===== config.mk =====
export PLATFORM = sky130hd
export DESIGN_NAME = two_class_peak_level_centroid
export DESIGN_NICKNAME = d
export VERILOG_FILES = /design/src/rtl/tcplc_pkg.sv /design/src/rtl/two_class_peak_level_centroid.sv /design/src/rtl/tcplc_div.sv /design/src/rtl/tcplc_dp.sv /design/src/rtl/tcplc_ctrl.sv
export VERILOG_INCLUDE_DIRS = /design/src /design/src/rtl
export SDC_FILE = /design/constraint.sdc
export NUM_CORES = 1
export LEC_CHECK = 0
export CORE_ASPECT_RATIO = 2
export CORE_MARGIN = 4
export CORE_UTILIZATION = 57
export CTS_CLUSTER_DIAMETER = 60
export CTS_CLUSTER_SIZE = 14
export DETAILED_ROUTE_END_ITERATION = 10
export DONT_BUFFER_PORTS = 1
export GPL_ROUTABILITY_DRIVEN = 0
export PLACE_DENSITY_LB_ADDON = 0.05
export SLEW_MARGIN = 20
export SYNTH_ARGS = -nofsm -noshare
export SYNTH_HDL_FRONTEND = slang
export SYNTH_SLANG_ARGS = --single-unit
export TNS_END_PERCENT = 5

===== constraint.sdc =====
create_clock -name clk -period 8.1 [get_ports clk]
set_input_delay 0 -clock clk [delete_from_list [all_inputs] [get_ports clk]]
set_output_delay 0 -clock clk [all_outputs]
set_load 0.01 [all_outputs]

===== src/rtl/two_class_peak_level_centroid_defines.svh =====
// ---------------------------------------------------------------------------
// Assertion macros for the two-class peak-level centroid block
// Each macro expects clk and rst_n in scope; empty under synthesis.
// ---------------------------------------------------------------------------
`ifndef TWO_CLASS_PEAK_LEVEL_CENTROID_DEFINES_SVH
`define TWO_CLASS_PEAK_LEVEL_CENTROID_DEFINES_SVH

`ifndef SYNTHESIS
// same-cycle implication
`define TCPLC_ASSERT_IMP(lbl, ante, cons, msg) \
  lbl: assert property (@(posedge clk) disable iff (!rst_n) (ante) |-> (cons)) else $error(msg);
// next-cycle implication
`define TCPLC_ASSERT_NXT(lbl, ante, cons, msg) \
  lbl: assert property (@(posedge clk) disable iff (!rst_n) (ante) |=> (cons)) else $error(msg);
`else
`define TCPLC_ASSERT_IMP(lbl, ante, cons, msg)
`define TCPLC_ASSERT_NXT(lbl, ante, cons, msg)
`endif

`endif


===== src/rtl/tcplc_pkg.sv =====
// ---------------------------------------------------------------------------
// tcplc_pkg
// Types, constants and codes shared by the centroid block.
// ---------------------------------------------------------------------------
`default_nettype none

package tcplc_pkg;

  localparam int COORD_BITS_DEF = 11;
  localparam int NUM_CLASSES    = 2;
  localparam int LEVEL_BITS     = 5;
  localparam int LEVEL_SHIFT    = 3;
  localparam int OUT_BITS       = 11;
  localparam int CFG_BITS       = 12;
  localparam int NUM_JOBS       = 4;
  localparam int JOB_BITS       = 2;

  localparam logic [7:0]            BLUE_SPLIT  = 8'd128;
  localparam logic [LEVEL_BITS-1:0] PEAK_RESET  = LEVEL_BITS'(1);
  localparam logic [CFG_BITS-1:0]   FW_RESET    = CFG_BITS'(640);
  localparam logic [JOB_BITS-1:0]   LAST_JOB    = JOB_BITS'(NUM_JOBS - 1);

  typedef enum logic [0:0] {
    REG_FRAME_WIDTH  = 1'b0,
    REG_FRAME_HEIGHT = 1'b1
  } cfg_reg_t;

  typedef enum logic [1:0] {
    ST_PIX,
    ST_DIV_START,
    ST_DIV_RUN,
    ST_OUT
  } state_t;

  typedef struct packed {
    logic [7:0] red;
    logic [7:0] green;
    logic [7:0] blue;
    logic       last_pixel;
  } pix_t;

  typedef struct packed {
    logic                first_found;
    logic [OUT_BITS-1:0] first_col;
    logic [OUT_BITS-1:0] first_row;
    logic                second_found;
    logic [OUT_BITS-1:0] second_col;
    logic [OUT_BITS-1:0] second_row;
  } res_t;

  // job code: upper bit class, lower bit axis (0 column, 1 row)
  typedef struct packed {
    logic                pix_en;
    logic                div_start;
    logic                res_load;
    logic                out_load;
    logic                frame_clear;
    logic [JOB_BITS-1:0] job;
  } dp_cmd_t;

  typedef struct packed {
    logic div_done;
  } dp_sts_t;

endpackage

`default_nettype wire


===== src/rtl/two_class_peak_level_centroid.sv =====
// ---------------------------------------------------------------------------
// two_class_peak_level_centroid: top level
// Throughput: one pixel per cycle within a frame.
// After the last pixel, four divisions of 3*COORD_BITS+1 steps each run in turn
// on one shared divider before the result word is loaded.
// Reset: synchronous, active low; width 640, counters and sums cleared.
// ---------------------------------------------------------------------------
`default_nettype none

`include "two_class_peak_level_centroid_defines.svh"

module two_class_peak_level_centroid
  import tcplc_pkg::*;
#(
  parameter int COORD_BITS = COORD_BITS_DEF
) (
  input  wire logic                clk,
  input  wire logic                rst_n,
  input  wire logic                in_valid,
  output logic                     in_ready,
  input  wire pix_t                in_data,
  output logic                     out_valid,
  input  wire logic                out_ready,
  output res_t                     out_data,
  input  wire logic                cfg_valid,
  output logic                     cfg_ready,
  input  wire cfg_reg_t            cfg_index,
  input  wire logic [CFG_BITS-1:0] cfg_data
);

  dp_cmd_t cmd;
  dp_sts_t sts;

  assign cfg_ready = 1'b1;

  tcplc_ctrl u_ctrl (
    .clk       (clk),
    .rst_n     (rst_n),
    .in_valid  (in_valid),
    .in_ready  (in_ready),
    .in_last   (in_data.last_pixel),
    .out_valid (out_valid),
    .out_ready (out_ready),
    .sts       (sts),
    .cmd       (cmd)
  );

  tcplc_dp #(
    .COORD_BITS (COORD_BITS)
  ) u_dp (
    .clk       (clk),
    .rst_n     (rst_n),
    .cmd       (cmd),
    .sts       (sts),
    .pix       (in_data),
    .cfg_we    (cfg_valid && cfg_ready),
    .cfg_index (cfg_index),
    .cfg_data  (cfg_data),
    .res       (out_data)
  );

  `TCPLC_ASSERT_NXT(a_busy_after_last, in_valid && in_ready && in_data.last_pixel, !in_ready, "pixel taken while frame result pending")
  `TCPLC_ASSERT_IMP(a_word_from_busy, $rose(out_valid), $past(!in_ready), "result word raised during pixel intake")
  `TCPLC_ASSERT_IMP(a_first_empty, out_valid && !out_data.first_found, out_data.first_col == '0 && out_data.first_row == '0, "class one absent but mean nonzero")
  `TCPLC_ASSERT_IMP(a_second_empty, out_valid && !out_data.second_found, out_data.second_col == '0 && out_data.second_row == '0, "class two absent but mean nonzero")

endmodule

`default_nettype wire


===== src/rtl/tcplc_div.sv =====
// ---------------------------------------------------------------------------
// tcplc_div
// Restoring divider, one quotient bit per cycle.
// ---------------------------------------------------------------------------
`default_nettype none

module tcplc_div
  import tcplc_pkg::*;
#(
  parameter int DVD_BITS = 34,
  parameter int DVS_BITS = 23
) (
  input  wire logic                clk,
  input  wire logic                rst_n,
  input  wire logic                start,
  input  wire logic [DVD_BITS-1:0] dividend,
  input  wire logic [DVS_BITS-1:0] divisor,
  output logic                     done,
  output logic [DVD_BITS-1:0]      quotient
);

  localparam int CNT_W = $clog2(DVD_BITS + 1);

  logic [DVD_BITS-1:0] quo_r;
  logic [DVS_BITS-1:0] rem_r;
  logic [DVS_BITS-1:0] dvs_r;
  logic [CNT_W-1:0]    cnt_r;
  logic                busy_r;
  logic                done_r;

  logic [DVS_BITS:0]   trial;
  logic [DVS_BITS:0]   diff;
  logic                ge;
  logic [DVS_BITS-1:0] rem_nxt;

  always_comb begin
    trial   = {rem_r, quo_r[DVD_BITS-1]};
    diff    = trial - {1'b0, dvs_r};
    ge      = trial >= {1'b0, dvs_r};
    rem_nxt = ge ? diff[DVS_BITS-1:0] : trial[DVS_BITS-1:0];
  end

  always_ff @(posedge clk) begin
    if (!rst_n) begin
      busy_r <= 1'b0;
      done_r <= 1'b0;
    end else begin
      done_r <= 1'b0;
      if (start) begin
        busy_r <= 1'b1;
      end else if (busy_r && cnt_r == CNT_W'(1)) begin
        busy_r <= 1'b0;
        done_r <= 1'b1;
      end
    end
  end

  always_ff @(posedge clk) begin
    if (start) begin
      quo_r <= dividend;
      rem_r <= '0;
      dvs_r <= divisor;
      cnt_r <= CNT_W'(DVD_BITS);
    end else if (busy_r) begin
      quo_r <= {quo_r[DVD_BITS-2:0], ge};
      rem_r <= rem_nxt;
      cnt_r <= cnt_r - CNT_W'(1);
    end
  end

  assign done     = done_r;
  assign quotient = quo_r;

endmodule

`default_nettype wire


===== src/rtl/tcplc_dp.sv =====
// ---------------------------------------------------------------------------
// tcplc_dp
// Raster counters, per-class peak tracking and sums, divider and result word.
// ---------------------------------------------------------------------------
`default_nettype none

module tcplc_dp
  import tcplc_pkg::*;
#(
  parameter int COORD_BITS = COORD_BITS_DEF
) (
  input  wire logic                clk,
  input  wire logic                rst_n,
  input  wire dp_cmd_t             cmd,
  output dp_sts_t                  sts,
  input  wire pix_t                pix,
  input  wire logic                cfg_we,
  input  wire cfg_reg_t            cfg_index,
  input  wire logic [CFG_BITS-1:0] cfg_data,
  output res_t                     res
);

  localparam int CNT_BITS = 2 * COORD_BITS + 1;
  localparam int SUM_BITS = 3 * COORD_BITS + 1;
  localparam int CMP_BITS = (COORD_BITS + 1 > CFG_BITS) ? COORD_BITS + 1 : CFG_BITS;

  logic [CFG_BITS-1:0]   frame_width_r;
  logic [COORD_BITS-1:0] col_r;
  logic [COORD_BITS-1:0] row_r;
  logic [LEVEL_BITS-1:0] peak_r    [NUM_CLASSES];
  logic [SUM_BITS-1:0]   col_sum_r [NUM_CLASSES];
  logic [SUM_BITS-1:0]   row_sum_r [NUM_CLASSES];
  logic [CNT_BITS-1:0]   cnt_r     [NUM_CLASSES];
  logic [OUT_BITS-1:0]   mean_r    [NUM_JOBS];
  res_t                  res_r;

  logic [LEVEL_BITS-1:0] lvl_red;
  logic [LEVEL_BITS-1:0] lvl_green;
  logic [LEVEL_BITS-1:0] lvl;
  logic                  cls;
  logic [COORD_BITS:0]   col_inc;
  logic                  col_wrap;
  logic [SUM_BITS-1:0]   col_ext;
  logic [SUM_BITS-1:0]   row_ext;
  logic [SUM_BITS-1:0]   dividend;
  logic [CNT_BITS-1:0]   divisor;
  logic [SUM_BITS-1:0]   quotient;
  logic                  div_done;
  logic                  found0;
  logic                  found1;

  always_comb begin
    lvl_red   = LEVEL_BITS'(pix.red >> LEVEL_SHIFT);
    lvl_green = LEVEL_BITS'(pix.green >> LEVEL_SHIFT);
    lvl       = (lvl_red > lvl_green) ? lvl_red : lvl_green;
    cls       = pix.blue >= BLUE_SPLIT;
    col_inc   = {1'b0, col_r} + (COORD_BITS+1)'(1);
    col_wrap  = CMP_BITS'(col_inc) >= CMP_BITS'(frame_width_r);
    col_ext   = SUM_BITS'(col_r);
    row_ext   = SUM_BITS'(row_r);
    dividend  = cmd.job[0] ? (cmd.job[1] ? row_sum_r[1] : row_sum_r[0])
                           : (cmd.job[1] ? col_sum_r[1] : col_sum_r[0]);
    divisor   = cmd.job[1] ? cnt_r[1] : cnt_r[0];
    found0    = cnt_r[0] != '0;
    found1    = cnt_r[1] != '0;
  end

  tcplc_div #(
    .DVD_BITS (SUM_BITS),
    .DVS_BITS (CNT_BITS)
  ) u_div (
    .clk      (clk),
    .rst_n    (rst_n),
    .start    (cmd.div_start),
    .dividend (dividend),
    .divisor  (divisor),
    .done     (div_done),
    .quotient (quotient)
  );

  always_ff @(posedge clk) begin
    if (!rst_n) begin
      frame_width_r <= FW_RESET;
    end else if (cfg_we) begin
      case (cfg_index)
        REG_FRAME_WIDTH:  frame_width_r <= cfg_data;
        REG_FRAME_HEIGHT: ;  // informational, not held
        default:          ;
      endcase
    end
  end

  always_ff @(posedge clk) begin
    if (!rst_n || cmd.frame_clear) begin
      col_r <= '0;
      row_r <= '0;
    end else if (cmd.pix_en && !pix.last_pixel) begin
      if (col_wrap) begin
        col_r <= '0;
        row_r <= row_r + COORD_BITS'(1);
      end else begin
        col_r <= col_inc[COORD_BITS-1:0];
      end
    end
  end

  // raise the peak and restart the sums, or add a pixel at the peak while the count is not full
  for (genvar c = 0; c < NUM_CLASSES; c++) begin : g_class
    logic hit;
    assign hit = cmd.pix_en && pix.blue != '0 && cls == 1'(c);

    always_ff @(posedge clk) begin
      if (!rst_n || cmd.frame_clear) begin
        peak_r[c]    <= PEAK_RESET;
        col_sum_r[c] <= '0;
        row_sum_r[c] <= '0;
        cnt_r[c]     <= '0;
      end else if (hit) begin
        if (lvl > peak_r[c]) begin
          peak_r[c]    <= lvl;
          col_sum_r[c] <= col_ext;
          row_sum_r[c] <= row_ext;
          cnt_r[c]     <= CNT_BITS'(1);
        end else if (lvl == peak_r[c] && cnt_r[c] != '1) begin
          col_sum_r[c] <= col_sum_r[c] + col_ext;
          row_sum_r[c] <= row_sum_r[c] + row_ext;
          cnt_r[c]     <= cnt_r[c] + CNT_BITS'(1);
        end
      end
    end
  end

  always_ff @(posedge clk) begin
    if (cmd.res_load) begin
      mean_r[cmd.job] <= quotient[OUT_BITS-1:0];
    end
    if (cmd.out_load) begin
      res_r.first_found  <= found0;
      res_r.first_col    <= found0 ? mean_r[0] : '0;
      res_r.first_row    <= found0 ? mean_r[1] : '0;
      res_r.second_found <= found1;
      res_r.second_col   <= found1 ? mean_r[2] : '0;
      res_r.second_row   <= found1 ? mean_r[3] : '0;
    end
  end

  assign sts.div_done = div_done;
  assign res          = res_r;

endmodule

`default_nettype wire


===== src/rtl/tcplc_ctrl.sv =====
// ---------------------------------------------------------------------------
// tcplc_ctrl
// Sequencer: pixel intake, four divisions per frame, result hand-off.
// ---------------------------------------------------------------------------
`default_nettype none

module tcplc_ctrl
  import tcplc_pkg::*;
(
  input  wire logic    clk,
  input  wire logic    rst_n,
  input  wire logic    in_valid,
  output logic         in_ready,
  input  wire logic    in_last,
  output logic         out_valid,
  input  wire logic    out_ready,
  input  wire dp_sts_t sts,
  output dp_cmd_t      cmd
);

  state_t              state_r;
  state_t              state_nxt;
  logic [JOB_BITS-1:0] job_r;
  logic [JOB_BITS-1:0] job_nxt;
  logic                out_valid_r;
  logic                out_valid_nxt;

  always_ff @(posedge clk) begin
    if (!rst_n) begin
      state_r     <= ST_PIX;
      job_r       <= '0;
      out_valid_r <= 1'b0;
    end else begin
      state_r     <= state_nxt;
      job_r       <= job_nxt;
      out_valid_r <= out_valid_nxt;
    end
  end

  always_comb begin
    state_nxt     = state_r;
    job_nxt       = job_r;
    out_valid_nxt = out_valid_r && !out_ready;
    cmd           = '0;
    cmd.job       = job_r;
    in_ready      = 1'b0;
    case (state_r)
      ST_PIX: begin
        in_ready   = 1'b1;
        cmd.pix_en = in_valid;
        if (in_valid && in_last) begin
          job_nxt   = '0;
          state_nxt = ST_DIV_START;
        end
      end
      ST_DIV_START: begin
        cmd.div_start = 1'b1;
        state_nxt     = ST_DIV_RUN;
      end
      ST_DIV_RUN: begin
        if (sts.div_done) begin
          cmd.res_load = 1'b1;
          job_nxt      = job_r + JOB_BITS'(1);
          state_nxt    = (job_r == LAST_JOB) ? ST_OUT : ST_DIV_START;
        end
      end
      ST_OUT: begin
        // hold until the previous word has gone
        if (!out_valid_r || out_ready) begin
          cmd.out_load    = 1'b1;
          cmd.frame_clear = 1'b1;
          out_valid_nxt   = 1'b1;
          state_nxt       = ST_PIX;
        end
      end
      default: begin
        state_nxt = ST_PIX;
      end
    endcase
  end

  assign out_valid = out_valid_r;

endmodule

`default_nettype wire


==> results.md <==
Run status:
- The run finished with clean final reports.

Layout:
- The final layout contains between 2000 and 2500 nets.
- The final cell count without fillers is 2746.
- Across the whole layout, storage elements account for 11600 um^2.
- The number of antenna repair diodes is 0.
- With fillers left out, the area of the finished cells amounts to 24800 um^2.
- In the final layout, the share of cells above drive strength 1 is 6.53%.
- Relative to the synthesized area, the layout overhead comes to 9.32%.
- The multi-input logic area is 10300 um^2.
- Fill cells in the final layout number about 3300.

Synthesis:
- Ranked by total cell area, the synthesized netlist is headed by sky130_fd_sc_hd__edfxtp_1 45%, sky130_fd_sc_hd__dfxtp_1 6.2%, sky130_fd_sc_hd__ha_1 5.9%, sky130_fd_sc_hd__nand2_1 4.7%, sky130_fd_sc_hd__xor2_1 3.9%.
- The fraction of post-synthesis cell area in the top cell type by area is 44.9%.
- The synthesized design contains between 300 and 400 enable-type register cells.
- The cell type with the highest aggregate area in the netlist is sky130_fd_sc_hd__edfxtp_1.
- Sequential elements use between 50% and 60% of the synthesized area.
- The total nets after synthesis is between 2000 and 2500.
- The flip-flop cell with the highest count after synthesis is sky130_fd_sc_hd__edfxtp_1.
- The mapped netlist covers approximately 23000 um^2.
- By count the netlist is led by 339 x sky130_fd_sc_hd__edfxtp_1, 283 x sky130_fd_sc_hd__nand2_1, 226 x sky130_fd_sc_hd__nor2_1.
- Of all flip-flops after synthesis, the portion carrying an async set or reset was 0%.
- The average footprint of a synthesized cell is approximately 10 um^2.
- Synthesis handed over a netlist of between 2000 and 2500 instances.
- Yosys printed 0 warnings.
- The number of flip-flops and latches in the synthesized netlist is just over 400.
- Counting distinct cell types in the post-synthesis netlist gives 83.
- The most instantiated library cell after synthesis is sky130_fd_sc_hd__edfxtp_1.

Critical path:
- STA classifies the critical path startpoint as an input pin.
- The kind of end point of the critical path is a flop.
- The arrival time of the worst setup path is around 4700 ps.
- The data required time of the critical path is around 8300 ps.
- The worst setup path is of the in2reg kind.
- Of all nets on the critical path, the largest fanout is 49.

Routing:
- The total DRC errors in the routed layout is 0.
- The average via count per standard cell is roughly 5.9.
- After detailed routing, the average wire length per cell comes to 20.4 um.
- The number of violations reported at the end of detailed-routing iteration 0 is about 860.
- The number of detailed-route iterations in the first pass is 5.
- The count of nets left with antenna violations once routing finished came out at 0.
- The routed via count is between 15000 and 20000.
- The total length of routed wires is about 56000 um.

Pwr:
- Dividing total power by cell area gives a power density of about 210 nW/um^2.
- The internal portion of the total power is approximately 3.7 mW.
- Combinational logic burns ~18% of the power.
- Summed over all nets, the switching power comes to 1.49 mW.
- The worst-case IR drop observed on VDD is 142 uV.
- Sequential cells account for between 40% and 50% of the total power.
- The static leakage is 9.05 nW.
- The share of total power dissipated in the clock network is about a third.
- The switching share of power is 28.7%.

Timing:
- Setup repair after global routing left no endpoint under its margin.
- Setup slack on the critical path of the routed design comes to roughly 3600 ps.
- The transition time of the tightest slew-check pin is 1120 ps.
- The highest clock rate is 0.221 GHz.
- The number of endpoints failing setup at the final stage is 0.
- The max-slew violation count was 0.
- The routed design could run at a clock period as short as 4530 ps.
- On the final layout, the worst clock skew is ~19 ps.
- In this run the tightest slew margin relative to its limit is between 20% and 30%.
- The final sum of negative setup slack is 0 ps.
- The worst path uses 55.9% of the clock period.
- The count of endpoints failing hold in the final timing report is 0.

Placed design:
- The placed instances occupy a cell area of 23200 um^2.
- The placement-stage worst setup slack is roughly 3000 ps.
- The number of port buffers is 0.
- Summed over all nets, the half-perimeter wirelength after detailed placement is 40100 um.
- Including well taps, the total number of placed cells is 2634.

Global routing:
- The total overflow left after global routing is 0.
- The number of antenna violations at the first check in global routing is 0.
- Global routing used between 50% and 60% of the available met2 tracks.
- Across every metal layer, demand over resource in global routing totals ~26%.
- For met1 alone, demand over resource in global routing was between 20% and 30%.
- The wire length of the first global-routing pass is about 89000 um.
- The number of global-route vias before repair is ~17000.
- The global routing stage identified its most utilized layer as met2.
- For met3 alone, demand over resource in global routing was under 10%.
- The maximum number of pins on one net before global-route repair is 90.

Clock tree:
- The worst-skew pair later-pin latency is between 500 and 600 ps.
- The total CTS buffers is 36.
- The TritonCTS sink count is just over 400.
- The post-CTS setup buffer count is 0.
- The clock passes through at most 3 buffers.
- The depth of the CTS H-tree is 2.
- The clock slew at the register clock pins of the worst setup and hold paths is ~70 ps.
- TritonCTS built the clock tree.
- The clock root buffer master is sky130_fd_sc_hd__clkbuf_16.

Floorplanning:
- The overall die area is 43200 um^2.
- The top-level I/O count is 92.
- The region available for standard cell placement spans 39400 um^2.
- The row count is about 100.
- In this run the horizontal extent of the chip is ~150 um.
- The initial cell density of the core is a little under three fifths.
- The die is 290 um tall.

Min path:
- The worst hold path class is in2reg.

Run:
- The tool flagged a number of max-cap violations equal to 0.
cell type report:
type                    instances  area share, %
clock inverters                 6          0.298
multi-input cells            1562           41.7
well taps                     525           2.65
repair buffers                 70           2.72
flip-flops and latches        409           46.8
inverters                     120           1.93
clock buffers                  54           3.95
power groups by stage:
stage,registers (mW),clock network (mW),logic [mW]
final,2.58,1.65,0.944
after floorplan,2.58,0,0.711
after detailed placement,2.62,0,0.893
after CTS,2.58,1.68,0.920
after global placement,2.61,0,0.868
after global routing,2.60,1.76,1.06
timing repair:
action / 4_1_cts / 5_1_grt
hold endpoints to repair: 41 / 0
resized for setup: 0 / 0
hold buffers: 51 / 0
worst paths after layout:
check | slack [ps] | startpoint | cells past startpoint | to
worst max-delay path | 3570 | in_data[15] | 16 | u_dp.col_sum_r[0][23]$_SDFFCE_PP0P_
worst min-delay path | 30 | in_data[21] | 2 | u_dp.peak_r[0][1]$_SDFFCE_PP0P_
worst max register to register | 4130 | u_ctrl.out_valid$_SDFF_PN0_ | 8 | u_dp.col_sum_r[1][19]$_SDFFCE_PN0P_
worst min register to register | 480 | u_dp.u_div.rem_r[22]$_SDFFE_PP0P_ | 2 | u_dp.u_div.rem_r[22]$_SDFFE_PP0P_
flip-flops by register name, summed over array words and instances, names as in the netlist, 12 cells and up:
name / flops
u_dp.row_sum_r: 68
u_dp.u_div.rem_r: 23
u_dp.u_div.dvs_r: 23
u_dp.res: 46
u_dp.frame_width_r: 12
u_dp.cnt_r: 46
u_dp.u_div.quotient: 34
u_dp.col_sum_r: 68
u_dp.mean_r: 44
stage by stage:
| stage | hold WS, ps | power, mW | utilization [%] |
|---|---|---|---|
| finish | 28.3 | 5.17 | 62.8 |
| global route | 9.80 | 5.41 | 62.8 |
| CTS | 12.6 | 5.17 | 62.8 |
| detailed placement | 98.6 | 3.51 | 58.8 |
| global placement | 94.3 | 3.48 | 58.8 |
| floorplan | 138 | 3.29 | - |
logic make-up after synthesis:
family	after synthesis	share of synthesized area (%)
compound gates	351	9.25
xor+xnor	183	7.07
fa+ha+maj	111	6.29
buf+inv	199	3.58
flops	409	51.1
mux	65	4.87
other cells	1	0.0165
simple gates	851	17.8
cell usage in the layout (no fill, tap or decap), drive strengths merged, types with 12 or more instances in the layout:
master,n
o31ai,12
a21boi,12
buf,19
mux4,34
inv,122
clkbuf,54
and3,39
nand2b,16
nor3,38
dlygate4sd3,51
a211oi,15
mux2i,12
nor2,228
a21oi,106
xnor2,82
dfxtp,70
and2,20
nand3,63
o21ai,128
nand4,20
a21o,15
or3,30
ha,106
mux2,19
nor4,21
xor2,101
edfxtp,339
nand2,283
nor2b,63
critical path, stage by stage:
cell,delay (ps)
sky130_fd_sc_hd__inv_1,40
sky130_fd_sc_hd__ha_1,310
sky130_fd_sc_hd__and3_1,200
sky130_fd_sc_hd__o21ai_0,140
sky130_fd_sc_hd__a32oi_1,480
sky130_fd_sc_hd__mux2i_1,400
sky130_fd_sc_hd__inv_1,140
sky130_fd_sc_hd__ha_1,310
sky130_fd_sc_hd__nor2b_1,140
sky130_fd_sc_hd__o21a_1,140
sky130_fd_sc_hd__o21ai_1,70
sky130_fd_sc_hd__nand2b_1,70
sky130_fd_sc_hd__a21oi_1,150
sky130_fd_sc_hd__o21ai_0,670
sky130_fd_sc_hd__nand2b_4,770
sky130_fd_sc_hd__buf_4,630
routing by layer:
| layer | vias up | wire [um] |
|---|---|---|
| met5 | - | 0 |
| met4 | 0 | 3000 |
| met3 | 131 | 1550 |
| met2 | 352 | 31900 |
| met1 | 7954 | 19700 |
| li1 | 7766 | - |
(Power assumes the default switching activity.)
